[config.mk]
export PLATFORM = sky130hd
export DESIGN_NAME = i2c_register_access_master
export DESIGN_NICKNAME = d
export VERILOG_FILES = /design/src/rtl/i2cram_pkg.sv /design/src/rtl/i2cram_seq.sv /design/src/rtl/i2c_register_access_master.sv
export SDC_FILE = /design/constraint.sdc
export NUM_CORES = 1
export LEC_CHECK = 0
export BUFFER_PORTS_ARGS = -buffer_cell sky130_fd_sc_hd__buf_2
export CAP_MARGIN = 20
export CORE_MARGIN = 5
export CORE_UTILIZATION = 56
export DETAILED_ROUTE_END_ITERATION = 12
export PLACE_DENSITY = 0.74
export SLEW_MARGIN = 20
export SYNTH_ARGS = -nofsm -noshare
export SYNTH_HDL_FRONTEND = slang
export SYNTH_HIERARCHICAL = 1
export SYNTH_SLANG_ARGS = --single-unit
[constraint.sdc]
create_clock -name clock -period 6.5 [get_ports clock]
set_input_delay 0.65 -clock clock [delete_from_list [all_inputs] [get_ports clock]]
set_output_delay 0.65 -clock clock [all_outputs]
set_load 0.005 [all_outputs]
[src/rtl/i2cram_pkg.sv]
`timescale 1ns / 1ps

package i2cram_pkg;

   // Field widths fixed by the item format
   localparam int KIND_W   = 2;
   localparam int LEN_W    = 5;
   localparam int BYTE_W   = 8;
   localparam int ADDR_W   = 7;
   localparam int LIMIT_W  = 16;
   localparam int BITCNT_W = 4;

   // Sent data bit is the top bit of the shift register.
   localparam logic [BYTE_W-1:0] MSB_MASK = 8'h80;

   // Item kinds carried in req_tuser
   typedef enum logic [KIND_W-1:0] {
      KIND_TICK  = 2'd0,
      KIND_LOAD  = 2'd1,
      KIND_WRITE = 2'd2,
      KIND_READ  = 2'd3
   } kind_type;

   // Configuration register indexes
   localparam logic CSR_DEVICE_ADDRESS = 1'b0;
   localparam logic CSR_ACK_LIMIT      = 1'b1;

   localparam logic [ADDR_W-1:0]  DEVICE_ADDRESS_RESET = 7'd104;
   localparam logic [LIMIT_W-1:0] ACK_LIMIT_RESET      = 16'd250;

   // Half-bit bus phases
   typedef enum logic [3:0] {
      PH_IDLE  = 4'd0,
      PH_ST_A  = 4'd1,
      PH_ST_B  = 4'd2,
      PH_TX_LO = 4'd3,
      PH_TX_HI = 4'd4,
      PH_AK_LO = 4'd5,
      PH_AK_HI = 4'd6,
      PH_RX_LO = 4'd7,
      PH_RX_HI = 4'd8,
      PH_MA_LO = 4'd9,
      PH_MA_HI = 4'd10,
      PH_RS    = 4'd11,
      PH_SP_A  = 4'd12,
      PH_SP_B  = 4'd13
   } phase_type;

   // Which byte of the transaction is on the bus
   typedef enum logic [1:0] {
      STG_ADDR_W = 2'd0,
      STG_REG    = 2'd1,
      STG_DATA   = 2'd2,
      STG_ADDR_R = 2'd3
   } stage_type;

   // What a stop condition leads to
   typedef enum logic [1:0] {
      STOP_OK  = 2'd0,
      STOP_ERR = 2'd1,
      STOP_MID = 2'd2
   } stop_type;

   // One input item
   typedef struct packed {
      kind_type           kind;
      logic               sda_in;
      logic [BYTE_W-1:0]  reg_addr;
      logic [BYTE_W-1:0]  data_byte;
      logic [LEN_W-1:0]   length;
   } item_type;

   // One result item
   typedef struct packed {
      logic               scl;
      logic               sda_out;
      logic               sda_drive;
      logic               busy_res;
      logic [BYTE_W-1:0]  read_byte;
      logic               read_valid;
      logic               done_res;
      logic               error;
   } result_type;

endpackage

[src/rtl/i2cram_seq.sv]
`timescale 1ns / 1ps

module i2cram_seq #(
   parameter int BUF_DEPTH = 16
) (
   input  logic                                   clock,
   input  logic                                   reset,
   input  logic                                   step,
   input  i2cram_pkg::item_type                   item,
   input  logic [i2cram_pkg::ADDR_W-1:0]          device_address,
   input  logic [i2cram_pkg::LIMIT_W-1:0]         ack_limit,
   output i2cram_pkg::result_type                 res
);

   localparam int IDXW = (BUF_DEPTH > 1) ? $clog2(BUF_DEPTH) : 1;
   localparam int LPW  = $clog2(BUF_DEPTH + 1);
   localparam int LW   = i2cram_pkg::LEN_W;
   localparam int BW   = i2cram_pkg::BYTE_W;

   // Sequencer state
   i2cram_pkg::phase_type phase_ff, phase_in;
   i2cram_pkg::stage_type stage_ff, stage_in;
   i2cram_pkg::stop_type  stop_ff, stop_in;
   logic [i2cram_pkg::BITCNT_W-1:0] bit_count_ff, bit_count_in;
   logic [LW-1:0]                   byte_count_ff, byte_count_in;
   logic [BW-1:0]                   shift_ff, shift_in;
   logic [i2cram_pkg::LIMIT_W-1:0]  ack_cnt_ff, ack_cnt_in;
   logic [LPW-1:0]                  load_ptr_ff, load_ptr_in;
   logic [BW-1:0]                   saved_reg_ff, saved_reg_in;
   logic [LW-1:0]                   saved_len_ff, saved_len_in;
   logic                            reading_ff, reading_in;
   logic                            held_scl_ff, held_scl_in;
   logic                            held_sda_ff, held_sda_in;
   logic                            held_drv_ff, held_drv_in;

   // Write buffer and its registered read port
   logic [BW-1:0]   buf_mem [BUF_DEPTH];
   logic [BW-1:0]   rd_data_ff;
   logic [IDXW-1:0] rd_idx;
   logic [IDXW-1:0] wr_idx;
   logic            wr_en;
   logic [LW:0]     next_idx;
   logic [LW:0]     rd_pos;
   logic [IDXW+LW:0] rd_wide;

   // Combinational helpers
   logic            adv;
   logic [LW-1:0]   len_c;
   logic [LW:0]     byte_plus;
   logic [i2cram_pkg::BITCNT_W-1:0] bit_plus;
   logic [BW-1:0]   rx_shift;

   // Index of the next buffer byte to send, read from the registered port ahead of use.
   // It only moves at an acknowledge, long before the next one needs it.
   always_comb begin
      next_idx = {1'b0, byte_count_ff} + 1'b1;
      rd_pos   = (stage_ff == i2cram_pkg::STG_DATA) ? next_idx : '0;
      if (32'(rd_pos) >= BUF_DEPTH) begin
         rd_pos = '0;
      end
      rd_wide = {{IDXW{1'b0}}, rd_pos};
      rd_idx  = rd_wide[IDXW-1:0];
   end

   assign wr_idx = load_ptr_ff[IDXW-1:0];
   assign wr_en  = step && (item.kind == i2cram_pkg::KIND_LOAD)
                   && (phase_ff == i2cram_pkg::PH_IDLE)
                   && (32'(load_ptr_ff) < BUF_DEPTH);

   always_ff @(posedge clock) begin
      if (wr_en) begin
         buf_mem[wr_idx] <= item.data_byte;
      end
      rd_data_ff <= buf_mem[rd_idx];
   end

   // Length clamped to 1 .. BUF_DEPTH
   always_comb begin
      len_c = item.length;
      if (len_c == '0) begin
         len_c = LW'(1);
      end
      if (32'(len_c) > BUF_DEPTH) begin
         len_c = LW'(BUF_DEPTH);
      end
   end

   // Next state and result of one item
   always_comb begin
      phase_in      = phase_ff;
      stage_in      = stage_ff;
      stop_in       = stop_ff;
      bit_count_in  = bit_count_ff;
      byte_count_in = byte_count_ff;
      shift_in      = shift_ff;
      ack_cnt_in    = ack_cnt_ff;
      load_ptr_in   = load_ptr_ff;
      saved_reg_in  = saved_reg_ff;
      saved_len_in  = saved_len_ff;
      reading_in    = reading_ff;
      held_scl_in   = held_scl_ff;
      held_sda_in   = held_sda_ff;
      held_drv_in   = held_drv_ff;
      adv           = 1'b0;
      byte_plus     = {1'b0, byte_count_ff} + 1'b1;
      bit_plus      = bit_count_ff + 1'b1;
      rx_shift      = {shift_ff[BW-2:0], item.sda_in};
      res           = '0;

      case (item.kind)
         i2cram_pkg::KIND_LOAD: begin
            if (wr_en) begin
               load_ptr_in = load_ptr_ff + 1'b1;
            end
         end
         i2cram_pkg::KIND_WRITE, i2cram_pkg::KIND_READ: begin
            if (phase_ff == i2cram_pkg::PH_IDLE) begin
               saved_reg_in  = item.reg_addr;
               saved_len_in  = len_c;
               reading_in    = (item.kind == i2cram_pkg::KIND_READ);
               load_ptr_in   = '0;
               byte_count_in = '0;
               bit_count_in  = '0;
               ack_cnt_in    = '0;
               stage_in      = i2cram_pkg::STG_ADDR_W;
               phase_in      = i2cram_pkg::PH_ST_A;
            end
         end
         default: begin
            // A tick: one half-bit of bus activity
            case (phase_ff)
               i2cram_pkg::PH_ST_A: begin
                  held_scl_in = 1'b1; held_sda_in = 1'b1; held_drv_in = 1'b1;
                  phase_in    = i2cram_pkg::PH_ST_B;
               end
               i2cram_pkg::PH_ST_B: begin
                  held_scl_in  = 1'b1; held_sda_in = 1'b0; held_drv_in = 1'b1;
                  shift_in     = {device_address, stage_ff == i2cram_pkg::STG_ADDR_R};
                  bit_count_in = '0;
                  phase_in     = i2cram_pkg::PH_TX_LO;
               end
               i2cram_pkg::PH_TX_LO: begin
                  held_scl_in = 1'b0;
                  held_sda_in = |(shift_ff & i2cram_pkg::MSB_MASK);
                  held_drv_in = 1'b1;
                  phase_in    = i2cram_pkg::PH_TX_HI;
               end
               i2cram_pkg::PH_TX_HI: begin
                  held_scl_in  = 1'b1;
                  held_sda_in  = |(shift_ff & i2cram_pkg::MSB_MASK);
                  held_drv_in  = 1'b1;
                  shift_in     = {shift_ff[BW-2:0], 1'b0};
                  bit_count_in = bit_plus;
                  phase_in     = (bit_plus >= 4'd8) ? i2cram_pkg::PH_AK_LO
                                                    : i2cram_pkg::PH_TX_LO;
               end
               i2cram_pkg::PH_AK_LO: begin
                  held_scl_in = 1'b0; held_sda_in = 1'b1; held_drv_in = 1'b0;
                  ack_cnt_in  = '0;
                  phase_in    = i2cram_pkg::PH_AK_HI;
               end
               i2cram_pkg::PH_AK_HI: begin
                  held_scl_in = 1'b1; held_sda_in = 1'b1; held_drv_in = 1'b0;
                  if (!item.sda_in) begin
                     adv = 1'b1;
                  end else if (ack_cnt_ff >= ack_limit) begin
                     // Timeout: abort on address or data, otherwise stop and go on
                     if (stage_ff == i2cram_pkg::STG_ADDR_W
                         || stage_ff == i2cram_pkg::STG_DATA) begin
                        stop_in = i2cram_pkg::STOP_ERR;
                     end else begin
                        stop_in = i2cram_pkg::STOP_MID;
                     end
                     phase_in = i2cram_pkg::PH_SP_A;
                  end else begin
                     ack_cnt_in = ack_cnt_ff + 1'b1;
                  end
               end
               i2cram_pkg::PH_RX_LO: begin
                  held_scl_in = 1'b0; held_sda_in = 1'b1; held_drv_in = 1'b0;
                  phase_in    = i2cram_pkg::PH_RX_HI;
               end
               i2cram_pkg::PH_RX_HI: begin
                  held_scl_in  = 1'b1; held_sda_in = 1'b1; held_drv_in = 1'b0;
                  shift_in     = rx_shift;
                  bit_count_in = bit_plus;
                  if (bit_plus >= 4'd8) begin
                     res.read_byte  = rx_shift;
                     res.read_valid = 1'b1;
                     phase_in       = i2cram_pkg::PH_MA_LO;
                  end else begin
                     phase_in = i2cram_pkg::PH_RX_LO;
                  end
               end
               i2cram_pkg::PH_MA_LO: begin
                  // Master acknowledge: NACK on the last byte
                  held_scl_in = 1'b0;
                  held_sda_in = (byte_plus >= {1'b0, saved_len_ff});
                  held_drv_in = 1'b1;
                  phase_in    = i2cram_pkg::PH_MA_HI;
               end
               i2cram_pkg::PH_MA_HI: begin
                  held_scl_in   = 1'b1;
                  held_sda_in   = (byte_plus >= {1'b0, saved_len_ff});
                  held_drv_in   = 1'b1;
                  byte_count_in = byte_plus[LW-1:0];
                  if (byte_plus[LW-1:0] >= saved_len_ff) begin
                     stop_in  = i2cram_pkg::STOP_OK;
                     phase_in = i2cram_pkg::PH_SP_A;
                  end else begin
                     bit_count_in = '0;
                     shift_in     = '0;
                     phase_in     = i2cram_pkg::PH_RX_LO;
                  end
               end
               i2cram_pkg::PH_RS: begin
                  held_scl_in = 1'b0; held_sda_in = 1'b1; held_drv_in = 1'b1;
                  phase_in    = i2cram_pkg::PH_ST_A;
               end
               i2cram_pkg::PH_SP_A: begin
                  held_scl_in = 1'b0; held_sda_in = 1'b0; held_drv_in = 1'b1;
                  phase_in    = i2cram_pkg::PH_SP_B;
               end
               i2cram_pkg::PH_SP_B: begin
                  held_scl_in = 1'b1; held_sda_in = 1'b1; held_drv_in = 1'b1;
                  if (stop_ff == i2cram_pkg::STOP_MID) begin
                     adv = 1'b1;
                  end else begin
                     res.done_res = 1'b1;
                     res.error    = (stop_ff == i2cram_pkg::STOP_ERR);
                     phase_in     = i2cram_pkg::PH_IDLE;
                  end
               end
               default: begin
                  held_scl_in = 1'b1; held_sda_in = 1'b1; held_drv_in = 1'b1;
                  phase_in    = i2cram_pkg::PH_IDLE;
               end
            endcase

            // Carry on after an acknowledge that was seen or is ignored
            if (adv) begin
               case (stage_ff)
                  i2cram_pkg::STG_ADDR_W: begin
                     stage_in     = i2cram_pkg::STG_REG;
                     shift_in     = saved_reg_ff;
                     bit_count_in = '0;
                     phase_in     = i2cram_pkg::PH_TX_LO;
                  end
                  i2cram_pkg::STG_REG: begin
                     if (reading_ff) begin
                        stage_in = i2cram_pkg::STG_ADDR_R;
                        phase_in = i2cram_pkg::PH_RS;
                     end else begin
                        stage_in      = i2cram_pkg::STG_DATA;
                        byte_count_in = '0;
                        shift_in      = rd_data_ff;
                        bit_count_in  = '0;
                        phase_in      = i2cram_pkg::PH_TX_LO;
                     end
                  end
                  i2cram_pkg::STG_DATA: begin
                     byte_count_in = byte_plus[LW-1:0];
                     if (byte_plus[LW-1:0] >= saved_len_ff) begin
                        stop_in  = i2cram_pkg::STOP_OK;
                        phase_in = i2cram_pkg::PH_SP_A;
                     end else begin
                        shift_in     = rd_data_ff;
                        bit_count_in = '0;
                        phase_in     = i2cram_pkg::PH_TX_LO;
                     end
                  end
                  default: begin
                     byte_count_in = '0;
                     bit_count_in  = '0;
                     shift_in      = '0;
                     phase_in      = i2cram_pkg::PH_RX_LO;
                  end
               endcase
            end
         end
      endcase

      res.scl       = held_scl_in;
      res.sda_out   = held_sda_in;
      res.sda_drive = held_drv_in;
      res.busy_res  = (phase_in != i2cram_pkg::PH_IDLE);
   end

   // State registers, advanced once per item
   always_ff @(posedge clock) begin
      if (reset) begin
         phase_ff      <= i2cram_pkg::PH_IDLE;
         stage_ff      <= i2cram_pkg::STG_ADDR_W;
         stop_ff       <= i2cram_pkg::STOP_OK;
         bit_count_ff  <= '0;
         byte_count_ff <= '0;
         shift_ff      <= '0;
         ack_cnt_ff    <= '0;
         load_ptr_ff   <= '0;
         saved_reg_ff  <= '0;
         saved_len_ff  <= LW'(1);
         reading_ff    <= 1'b0;
         held_scl_ff   <= 1'b1;
         held_sda_ff   <= 1'b1;
         held_drv_ff   <= 1'b1;
      end else if (step) begin
         phase_ff      <= phase_in;
         stage_ff      <= stage_in;
         stop_ff       <= stop_in;
         bit_count_ff  <= bit_count_in;
         byte_count_ff <= byte_count_in;
         shift_ff      <= shift_in;
         ack_cnt_ff    <= ack_cnt_in;
         load_ptr_ff   <= load_ptr_in;
         saved_reg_ff  <= saved_reg_in;
         saved_len_ff  <= saved_len_in;
         reading_ff    <= reading_in;
         held_scl_ff   <= held_scl_in;
         held_sda_ff   <= held_sda_in;
         held_drv_ff   <= held_drv_in;
      end
   end

endmodule

[src/rtl/i2c_register_access_master.sv]
`timescale 1ns / 1ps

// I2C register-access master driven at half-bit granularity. Each tick item
// advances the bus by one half-bit and returns the SCL/SDA drive levels, any
// received byte and the done/error flags; load items fill a write buffer of
// BUF_DEPTH bytes (only while idle), and start items begin a register write
// or read of 1 to BUF_DEPTH bytes. Every item gives exactly one result item.
// The block takes one item per clock unless the result register is stalled by
// rsp_tready: an item waits in the input register, and the sequencer step is a
// single pass of logic into the result register, from which the result is
// offered. The write buffer is a small memory whose next byte is read ahead.
// Configuration writes are taken at any time but are meant for idle periods.
module i2c_register_access_master #(
   parameter int BUF_DEPTH = 16
) (
   input  logic        clock,
   input  logic        reset,
   // Input items
   input  logic        req_tvalid,
   output logic        req_tready,
   input  logic [23:0] req_tdata,   // sda_in, reg_addr, data_byte, length, zero fill
   input  logic [1:0]  req_tuser,   // kind
   // Result items
   output logic        rsp_tvalid,
   input  logic        rsp_tready,
   output logic [15:0] rsp_tdata,   // scl, sda_out, sda_drive, busy_res, read_byte,
                                    // read_valid, done_res, error, zero fill
   // Configuration writes
   input  logic        csr_we,
   input  logic        csr_index,
   input  logic [15:0] csr_wdata
);

   logic [i2cram_pkg::ADDR_W-1:0]  dev_addr_ff;
   logic [i2cram_pkg::LIMIT_W-1:0] ack_limit_ff;

   logic                   in_valid_ff;
   i2cram_pkg::item_type   in_item_ff;
   i2cram_pkg::item_type   req_item;
   logic                   rsp_valid_ff;
   i2cram_pkg::result_type rsp_ff;
   i2cram_pkg::result_type seq_res;
   logic                   out_free;
   logic                   step;

   // Configuration registers
   always_ff @(posedge clock) begin
      if (reset) begin
         dev_addr_ff  <= i2cram_pkg::DEVICE_ADDRESS_RESET;
         ack_limit_ff <= i2cram_pkg::ACK_LIMIT_RESET;
      end else if (csr_we) begin
         case (csr_index)
            i2cram_pkg::CSR_DEVICE_ADDRESS: dev_addr_ff  <= csr_wdata[i2cram_pkg::ADDR_W-1:0];
            i2cram_pkg::CSR_ACK_LIMIT:      ack_limit_ff <= csr_wdata;
            default: ;
         endcase
      end
   end

   // Unpack the input item
   always_comb begin
      req_item.kind      = i2cram_pkg::kind_type'(req_tuser);
      req_item.sda_in    = req_tdata[0];
      req_item.reg_addr  = req_tdata[8:1];
      req_item.data_byte = req_tdata[16:9];
      req_item.length    = req_tdata[21:17];
   end

   // Two-stage pipeline: input register, then result register
   assign out_free   = !rsp_valid_ff || rsp_tready;
   assign step       = in_valid_ff && out_free;
   assign req_tready = !in_valid_ff || out_free;

   always_ff @(posedge clock) begin
      if (reset) begin
         in_valid_ff <= 1'b0;
      end else if (req_tready) begin
         in_valid_ff <= req_tvalid;
      end
   end

   always_ff @(posedge clock) begin
      if (req_tready && req_tvalid) begin
         in_item_ff <= req_item;
      end
   end

   always_ff @(posedge clock) begin
      if (reset) begin
         rsp_valid_ff <= 1'b0;
      end else if (out_free) begin
         rsp_valid_ff <= in_valid_ff;
      end
   end

   always_ff @(posedge clock) begin
      if (step) begin
         rsp_ff <= seq_res;
      end
   end

   i2cram_seq #(
      .BUF_DEPTH (BUF_DEPTH)
   ) u_seq (
      .clock          (clock),
      .reset          (reset),
      .step           (step),
      .item           (in_item_ff),
      .device_address (dev_addr_ff),
      .ack_limit      (ack_limit_ff),
      .res            (seq_res)
   );

   // Pack the result item
   assign rsp_tvalid = rsp_valid_ff;
   assign rsp_tdata  = {1'b0, rsp_ff.error, rsp_ff.done_res, rsp_ff.read_valid,
                        rsp_ff.read_byte, rsp_ff.busy_res, rsp_ff.sda_drive,
                        rsp_ff.sda_out, rsp_ff.scl};

`ifndef SYNTH
   // An error only comes with the final stop, which leaves the bus idle.
   assert property (@(posedge clock) disable iff (reset)
      rsp_valid_ff && rsp_ff.error |-> rsp_ff.done_res && !rsp_ff.busy_res)
      else $error("error flagged without a completed stop");

   // A released data line always reads as high.
   assert property (@(posedge clock) disable iff (reset)
      rsp_valid_ff && !rsp_ff.sda_drive |-> rsp_ff.sda_out)
      else $error("sda_out low while SDA is released");

   // An item held in the input register is not dropped while the output stalls.
   assert property (@(posedge clock) disable iff (reset)
      in_valid_ff && !out_free |=> in_valid_ff && $stable(in_item_ff))
      else $error("input item lost during an output stall");

   // A received byte and the final stop never fall on the same tick.
   assert property (@(posedge clock) disable iff (reset)
      rsp_valid_ff && rsp_ff.read_valid |-> !rsp_ff.done_res)
      else $error("read byte and stop on the same item");
`endif

endmodule
=== Word-level counts from Yosys, hierarchy flattened ===
Memories as Yosys holds them, arrays and structs flattened. A register that Yosys moved wholly into a read port is not among the register bits.
Index checks and enable logic that the tools add are counted.

* Memories: 1
* Memory bits (writable): 128
* Logic and storage cells: 183
* Bits in registers: 127
* Output and inout bits: 18
* Input bits: 48

* Mux-type cells: 71
* $lt $le $gt $ge: 7
* Equal/unequal tests: 25
* Bitwise logic cells: 6
* Reduce and logical (&&, ||, !) cells: 38
* Add/sub/neg operators: 4

{| class="wikitable"
|+ Memories
! name !! depth !! bits a word !! rd ports !! clocked after Yosys merged registers in !! wr ports !! RTL line !! RTL
|-
| u_seq.buf_mem || 16 || 8 || 1 || 1 || 1 || i2cram_seq.sv:37 || <nowiki>logic [BW-1:0] buf_mem [BUF_DEPTH];</nowiki>
|}

{| class="wikitable"
|+ Operators by type and width
! operator !! count
|-
| $pmux 16 s2 || 2
|-
| $mux 4 || 15
|-
| $pmux 4 s13 || 1
|-
| $mux 16 || 3
|-
| $mux 5 || 7
|-
| $mux 8 || 4
|-
| $pmux 8 s4 || 1
|-
| $eq 4x4->1 const B || 6
|-
| $pmux 4 s2 || 3
|-
| $pmux 4 s3 || 2
|-
| $pmux 8 s3 || 1
|-
| $mux 2 || 10
|-
| $pmux 5 s2 || 2
|-
| $add 16x1->16 const B || 1
|-
| $eq 4x3->1 const B || 4
|-
| $ge 16x16->1 || 1
|-
| $pmux 5 s3 || 1
|-
| $mux 1 || 12
|-
| $pmux 2 s2 || 3
|-
| $reduce_or 4->1 || 3
|-
| $eq 2x2->1 const B || 5
|-
| $reduce_or 2->1 || 5
|-
| $reduce_or 5->1 || 2
|-
| $eq 4x2->1 const B || 2
|-
| other kinds (35) || 55
|}

=== Depth between registers and ports, before layout ===
Gate-level depths: netlist of the first run.

* Depth after elaboration: 9
* Depth in mapped cells: 13
* Gate-level depth less buffers: 11

=== Hierarchy ===
Netlist of the first run, hierarchy kept.

{| class="wikitable"
|+ Modules (own cells, without submodules)
! module !! times used !! sequential area each (um^2) !! area each (um^2) !! cells each
|-
| i2cram_seq || 1 || 5265.0 || 9735.6 || 880
|-
| i2c_register_access_master || 1 || 1671.6 || 2283.4 || 150
|}

=== Worst setup path before layout of the first run ===
No wires, ideal clock.

* Kind: input-to-reg
* From: input port rsp_tready
* To: memory u_seq/buf_mem[3][0] (netlist bit), enable pin
* Path buffers: 2
* Stages on the path: 8
* Data required time: 6117 ps
* Setup slack: 3221 ps
* Library setup time: 383 ps
* Arrival time: 2895 ps
* Path through: nand2b_1 -> and2_1 -> clkbuf_1 -> nor4bb_1 -> and3_1 -> clkbuf_1 -> nand2_1 -> nor3_1

* Word-level cells in the longest chain between the ends: 7

{| class="wikitable"
|+ RTL lines
! item !! RTL line !! RTL
|-
| start: declaration || i2c_register_access_master.sv:25 || <nowiki>input logic rsp_tready,</nowiki>
|-
| $logic_or 1x1->1 || i2c_register_access_master.sv:70 || <nowiki>assign out_free = !rsp_valid_ff || rsp_tready;</nowiki>
|-
| $logic_and 1x1->1 || i2c_register_access_master.sv:71 || <nowiki>assign step = in_valid_ff && out_free;</nowiki>
|-
| via step || i2c_register_access_master.sv:44 || <nowiki>logic step;</nowiki>
|-
| $logic_and 1x1->1 || i2cram_seq.sv:66 || <nowiki>assign wr_en = step && (item.kind == i2cram_pkg::KIND_LOAD)</nowiki>
|-
| $logic_and 1x1->1 || i2cram_seq.sv:67 || <nowiki>&& (phase_ff == i2cram_pkg::PH_IDLE)</nowiki>
|-
| $logic_and 1x1->1 || i2cram_seq.sv:68 || <nowiki>&& (32'(load_ptr_ff) < BUF_DEPTH);</nowiki>
|-
| $mux 1 || i2cram_seq.sv:71 || <nowiki>if (wr_en) begin</nowiki>
|-
| $mux 1 (not written as such) || i2cram_seq.sv:72 || <nowiki>buf_mem[wr_idx] <= item.data_byte;</nowiki>
|-
| end: declaration || i2cram_seq.sv:37 ||
|}

The timed path passes the listed nets, and every way through them passes these cells.

=== Worst setup path after layout of the first run ===
* From: register u_seq.byte_count_ff[0]
* To: register u_seq.shift_ff[7]

* Word-level cells in the longest chain between the ends: 7

{| class="wikitable"
|+ RTL lines
! item !! RTL line !! RTL
|-
| start: declaration || i2cram_seq.sv:25 || <nowiki>logic [LW-1:0] byte_count_ff, byte_count_in;</nowiki>
|-
| start signal: assignment || i2cram_seq.sv:311 || <nowiki>byte_count_ff <= byte_count_in;</nowiki>
|-
| $add 5x1->6 * || i2cram_seq.sv:105 || <nowiki>byte_plus = {1'b0, byte_count_ff} + 1'b1;</nowiki>
|-
| $ge 5x5->1 * || i2cram_seq.sv:207, i2cram_seq.sv:263 ||
|-
| $mux 8 || i2cram_seq.sv:207 || <nowiki>if (byte_plus[LW-1:0] >= saved_len_ff) begin</nowiki>
|-
| $pmux 8 s4 || i2cram_seq.sv:131 || <nowiki>case (phase_ff)</nowiki>
|-
| $mux 8 (on tied branches) || i2cram_seq.sv:263, i2cram_seq.sv:250 ||
|-
| $pmux 8 s3 || i2cram_seq.sv:242 || <nowiki>case (stage_ff)</nowiki>
|-
| $mux 8 * || i2cram_seq.sv:241 || <nowiki>if (adv) begin</nowiki>
|-
| end signal: assignment || i2cram_seq.sv:312 || <nowiki>shift_ff <= shift_in;</nowiki>
|-
| end: declaration || i2cram_seq.sv:26 || <nowiki>logic [BW-1:0] shift_ff, shift_in;</nowiki>
|}

Mark *: on every way between the ends. The rest lies on a longest branch, timed or not.
A chain may end at the register's enable or synchronous reset.

==> flow_summary.json, run 1 <==
{
  "cp.required_ns": 6.94,
  "num_io_pins": 66,
  "drt-pass1-iter-count": 6,
  "place_hpwl_microns": 17500,
  "final_area_sq_um": 13300,
  "wl_met1_microns": 11600,
  "finalWirelength_microns": 27200,
  "htree_levels": 1,
  "cts_tree": "done",
  "rows": 53,
  "cts_sinks": 263,
  "drive_gt1_frac": 0.153,
  "cp-end-kind": "register",
  "cts-hold-fix-buffers": 0,
  "cts_buffer_depth": 3,
  "slew_viol_final": 0,
  "syn_to_final_growth_pct": 10.9,
  "yosys_most_used_dff": "edfxtp_1",
  "die_w_microns": 157,
  "place_area_sq_um": 12400,
  "clk_pin_slew_ns": 0.06,
  "syn_area_sq_um": 12000,
  "cts_root_buffer": "clkbuf_16",
  "fmax_ghz": 0.273,
  "grt_antenna_before_repair": 0,
  "finalCriticalPeriod_ns": 3.67,
  "drc": 0,
  "synth_largest_area_cell": "edfxtp_1",
  "synth_warnings": 6,
  "core_sq_um": 21100,
  "fin_cells": 1363,
  "setup.worst_path.class": "reg2reg",
  "fin_crit_sh": 0.564,
  "insertion_delay_ns": 0.54,
  "ir_drop_v": 0.000206,
  "grt_max_degree": 74,
  "setup_ws_ns": 2.83,
  "postRouteAntennaNets": 0,
  "viasPerCell": 6.09,
  "gp_congestion": 0.915,
  "slew_headroom": 0.327,
  "wl_per_cell_microns": 19.9,
  "yosysUniqueCellTypes": 83,
  "setup_viol": 0,
  "syn_nets": 1111,
  "status": "completed",
  "diodes": 0,
  "holdWs_ns": 0.277,
  "synth_enable_flop_cells": 167,
  "cp_max_fo": 34,
  "fin_nets": 1148,
  "setup.worst_path.start_class": "register",
  "synthTopCellsByArea": "edfxtp_1 (42%), dfxtp_1 (16%), ha_1 (3.4%)",
  "synth_seq_cells": 263,
  "power_leakage_nw": 4.79,
  "vias": 8299,
  "port_buffers": 62,
  "initialDrtViolationCount": 701,
  "wl_met2_microns": 13000,
  "dp_slack_ns": 2.90,
  "hold_viol_final": 0,
  "dieHeight_microns": 157,
  "place_inst": 1313,
  "post_cts_buffers": 0,
  "grt_pass1_wl_microns": 43400,
  "yosysSeqAreaShare": 0.577,
  "synthCells": 1030,
  "hp-class": "in2reg",
  "rsz0062_at_grt": "false",
  "start_util": 0.570,
  "arrival_ns": 4.11,
  "post_cts_resized": 0,
  "synth_top_area_share": 0.417,
  "dieArea_sq_um": 24500,
  "grt_pass1_vias": 7893,
  "final.setup_skew_ns": 0.00886,
  "setup-tns-final_ns": 0,
  "grt_util_all_layers": 0.222,
  "grt_overflow": 0,
  "power_density_nw_per_um2": 265,
  "max_cap_violations": 0,
  "worst_slew_pin_slew_ns": 1.01,
  "route.met3.wl_microns": 1570,
  "avgSynthCellArea_sq_um": 11.7,
  "numCtsBuffers": 27,
  "routed.top_layer": "met4",
  "async_flop_share": 0
}
[cells in the mapped netlist (all sizes together) (4+ instances only)]
library cell,count
nand4,5
ha,33
a221oi,11
and3,12
or2,13
a311oi,6
or4,7
o211ai,23
or3,40
nand2,79
nand3,20
inv,37
o21ai,75
mux4,16
buf,29
a211oi,6
o31ai,8
a222oi,7
nor3,20
nand3b,6
a31oi,4
and2,17
o21a,7
a21bo,8
mux2i,35
a21oi,74
xor2,4
dfxtp,96
nor2b,9
clkbuf,38
edfxtp,167
nor2,48
nand2b,18
[final cells by class]
type	count	area, sq um
inverter	37	139
sequential	263	6940
multi-input combinational	661	4580
timing repair buffer	77	423
clock buffer	30	687
fill	1635	7760
clock inverter	20	214
tap	275	344
[registers in the layout, indices dropped and copies added, names as in the netlist, 2 cells and up]
register and cells:
u_seq/buf_mem 128, ack_limit_ff 16, dev_addr_ff 7, rsp_tdata 15
u_seq/ack_cnt_ff 16, in_item_ff 24, u_seq/bit_count_ff 4, u_seq/shift_ff 8
u_seq/saved_len_ff 5, u_seq/rd_data_ff 8, u_seq/byte_count_ff 5, u_seq/stage_ff 2
u_seq/phase_ff 4, u_seq/load_ptr_ff 5, u_seq/saved_reg_ff 8, u_seq/stop_ff 2
[logic make-up after synthesis]
kind of cell,share of synthesized area
AND/OR/NAND/NOR,0.139
flip-flops,0.577
AO/OA/AOI/OAI,0.143
buffers and inverters,0.0428
multiplexers,0.0591
adder cells (fa/ha/maj),0.0344
XOR/XNOR,0.00437
other,0.000312
[final timing paths]
check / start / endpoint / slack (ns) / depth (start not counted)
max: u_seq/byte_count_ff[0]$_SDFFE_PP0P_ / u_seq/shift_ff[7]$_SDFFE_PP0P_ / 2.83 / 12
min: req_tdata[19] / in_item_ff[2]$_DFFE_PP_ / 0.28 / 1
max reg2reg: u_seq/byte_count_ff[0]$_SDFFE_PP0P_ / u_seq/shift_ff[7]$_SDFFE_PP0P_ / 2.83 / 12
min reg2reg: u_seq/saved_reg_ff[6]$_SDFFE_PP0P_ / u_seq/saved_reg_ff[6]$_SDFFE_PP0P_ / 0.46 / 2
[report_power, final]
part | internal, W | switching (W) | total [W] | leakage, nW
Clock | 0.000923 | 0.000634 | 0.00156 | 0.442
Combinational | 0.0000536 | 0.0000846 | 0.000138 | 2.04
Sequential | 0.00181 | 0.0000342 | 0.00184 | 2.31
[layout by cell type (no fill, tap or decap), types with 35 or more instances in the layout]
master      n
a21oi_1    73
buf_2      62
dfxtp_1    96
edfxtp_1  167
inv_1      36
mux2i_1    35
nand2_1    78
nor2_1     46
o21ai_0    74
or3_1      40
[metrics by stage]
step | util | total power, W
after floorplan | - | 0.00196
after global placement | 0.589 | 0.00201
after detailed placement | 0.589 | 0.00201
after CTS | 0.632 | 0.00357
after global routing | 0.632 | 0.00366
final | 0.632 | 0.00354
[worst max-delay path, cell delays in order, from the launching register on]
cell	delay, ns
dfxtp_1	0.49
ha_1	0.29
nand3_1	0.17
xnor2_2	0.16
buf_4	0.33
ha_1	0.29
a211oi_1	0.07
o21a_1	0.16
o311ai_1	0.54
or2_1	0.40
a222oi_1	0.14
or2_1	0.28
a221oi_1	0.25
[metal layers]
layer | track usage | vias up
li1 | - | 3942
met1 | 0.306 | 4019
met2 | 0.363 | 277
met3 | 0.0307 | 61
met4 | 0.0760 | 0
met5 | 0 | -
Note: power is estimated with default switching activity, not from simulation.
==> run 2: changes to the inputs <==
Clock period 6.5 ns to 3.5 ns, I/O delays scaled along.
==> flow_summary.json, run 2 (synthesis gave the netlist of run 1 again) <==
{
  "status": "completed",
  "final.setup_skew_ns": 0.00791,
  "arrival_ns": 3.43,
  "fillers": 1597,
  "reg2reg_to": "rsp_tdata[3]$_DFFE_PP_",
  "clk_pin_slew_ns": 0.06,
  "dieHeight_microns": 157,
  "postRouteAntennaNets": 0,
  "dieArea_sq_um": 24500,
  "numCtsBuffers": 27,
  "dp_slack_ns": 0.403,
  "cp-end-kind": "register",
  "syn_to_final_growth_pct": 14.3,
  "die_w_microns": 157,
  "post_cts_buffers": 0,
  "finalWirelength_microns": 28100,
  "hp-class": "in2reg",
  "place_hpwl_microns": 18200,
  "drt-pass1-iter-count": 8,
  "largest_reg_flops": 128,
  "cts_buffer_depth": 3,
  "cts_tree": "done",
  "vias": 8587,
  "cp_cell_sequence": "ha_1, nand3_1, xnor2_2, ha_1, a211oi_1, o21a_1, or2_2, a2111o_1, a21oi_1, o21a_1, o2111ai_1",
  "grt_pass1_wl_microns": 45000,
  "ir_drop_v": 0.000603,
  "wl_per_cell_microns": 20.0,
  "drive_gt1_frac": 0.164,
  "finalCriticalPeriod_ns": 3.16,
  "setup.worst_path.class": "reg2reg",
  "grt_antenna_before_repair": 1,
  "max_cap_violations": 0,
  "p_total_w": 0.00660,
  "viasPerCell": 6.09,
  "slew_viol_final": 0,
  "hold_viol_final": 0,
  "num_io_pins": 66,
  "port_buffers": 62,
  "rr_worst_depth": 11,
  "rows": 53,
  "reg2reg_from": "u_seq/byte_count_ff[0]$_SDFFE_PP0P_",
  "fin_nets": 1193,
  "setup-tns-final_ns": 0,
  "reg.largest.list": "u_seq/buf_mem: 128 flops, in_item_ff: 24 flops",
  "seq_area_sq_um": 6940,
  "gp_congestion": 0.894,
  "grt_max_degree": 73,
  "worst_slew_pin_slew_ns": 0.979,
  "final_cell_mix": "edfxtp_1 (167), dfxtp_1 (96), nand2_1 (78)",
  "setup_ws_ns": 0.339,
  "layout.cells.most_common": "edfxtp_1",
  "cp.required_ns": 3.76,
  "cts_sinks": 263,
  "fmax_ghz": 0.316,
  "registers.top_by_ff_count": "u_seq/buf_mem",
  "fin_crit_sh": 0.903,
  "setup_viol": 0,
  "insertion_delay_ns": 0.54,
  "critical_path.startpoint": "u_seq/byte_count_ff[0]$_SDFFE_PP0P_",
  "power_leakage_nw": 5.00,
  "grt_util_all_layers": 0.230,
  "setup.worst_path.start_class": "register",
  "post-route-util": 0.651,
  "htree_levels": 1,
  "multi_input_area_sq_um": 4580,
  "grt_pass1_vias": 8375,
  "grt_overflow": 0,
  "power_density_nw_per_um2": 481,
  "cp_max_fo": 8,
  "core_sq_um": 21100,
  "drc": 0,
  "rsz0062_at_grt": "false",
  "max_stage_delay_ns": 0.48,
  "reg2reg_slack_ns": 0.34,
  "crit_end": "rsp_tdata[3]$_DFFE_PP_",
  "cts_root_buffer": "clkbuf_16",
  "start_util": 0.570,
  "slew_headroom": 0.338,
  "crit_path_top_delay_cell": "dfxtp_1",
  "initialDrtViolationCount": 729
}
run 2: changes by cell type in the layout (fill, tap and decap cells not counted):
cell,delta
nor4b_2,-1
clkinv_4,+1
diode_2,+1
dlygate4sd3_1,+24
clkbuf_1,-1
clkinv_2,-1
buf_12,+1
nor4b_1,+1
clkinv_1,+1
buf_4,+20
run 2: layout make-up:
class / count / area share
sequential: 263 / 0.505
clock inverter: 21 / 0.0161
clock buffer: 29 / 0.0497
tap: 275 / 0.0250
inverter: 37 / 0.0101
antenna: 1 / 0.000182
timing repair buffer: 122 / 0.0607
multi-input combinational: 661 / 0.333
run 2: through the flow:
stage,std cells,instance area (sq um),hold WS [ns]
floorplan,1030,12000,0.432
global placement,1334,12600,0.443
detailed placement,1334,12600,0.447
CTS,1408,13700,0.0403
global route,1409,13700,0.0516
finish,1409,13700,0.0550
run 2: where the power goes:
group	switching, W	internal, W
sequential	0.0000586	0.00335
clock	0.00119	0.00172
combinational	0.000166	0.000120
total	0.00142	0.00519
run 2: worst min-delay path by stage:
stage | from | to | cells past startpoint
after global placement | u_seq/saved_len_ff[1]$_SDFFE_PP0P_ | u_seq/saved_len_ff[1]$_SDFFE_PP0P_ | 2
after detailed placement | u_seq/saved_len_ff[4]$_SDFFE_PP0P_ | u_seq/saved_len_ff[4]$_SDFFE_PP0P_ | 2
after CTS | req_tvalid | in_valid_ff$_SDFFE_PP0P_ | 3
after global routing | req_tvalid | in_valid_ff$_SDFFE_PP0P_ | 3
after floorplan | u_seq/saved_len_ff[1]$_SDFFE_PP0P_ | u_seq/saved_len_ff[1]$_SDFFE_PP0P_ | 2
final | req_tvalid | in_valid_ff$_SDFFE_PP0P_ | 3
run 2: timing repair:
action / in CTS / in global routing
gates resized for setup: 0 / 0
hold buffers: 24 / 0
hold endpoints to repair: 24 / 0
run 2: per-layer routing:
layer	global-route usage	vias to the layer above	part of all wire
li1	-	4041	-
met1	0.305	4202	0.41
met2	0.407	302	0.51
met3	0.0293	42	0.058
met4	0.0496	0	0.020
met5	0	-	0
run 2: critical path: cells and delay by family (launching register included):
kind | cells | cell delay [ns]
and+or+nand+nor | 2 | 0.56
AOI/OAI and AO/OA | 6 | 1.15
adders and majority gates | 2 | 0.50
DFF | 1 | 0.48
xor gates and xnor gates | 1 | 0.19
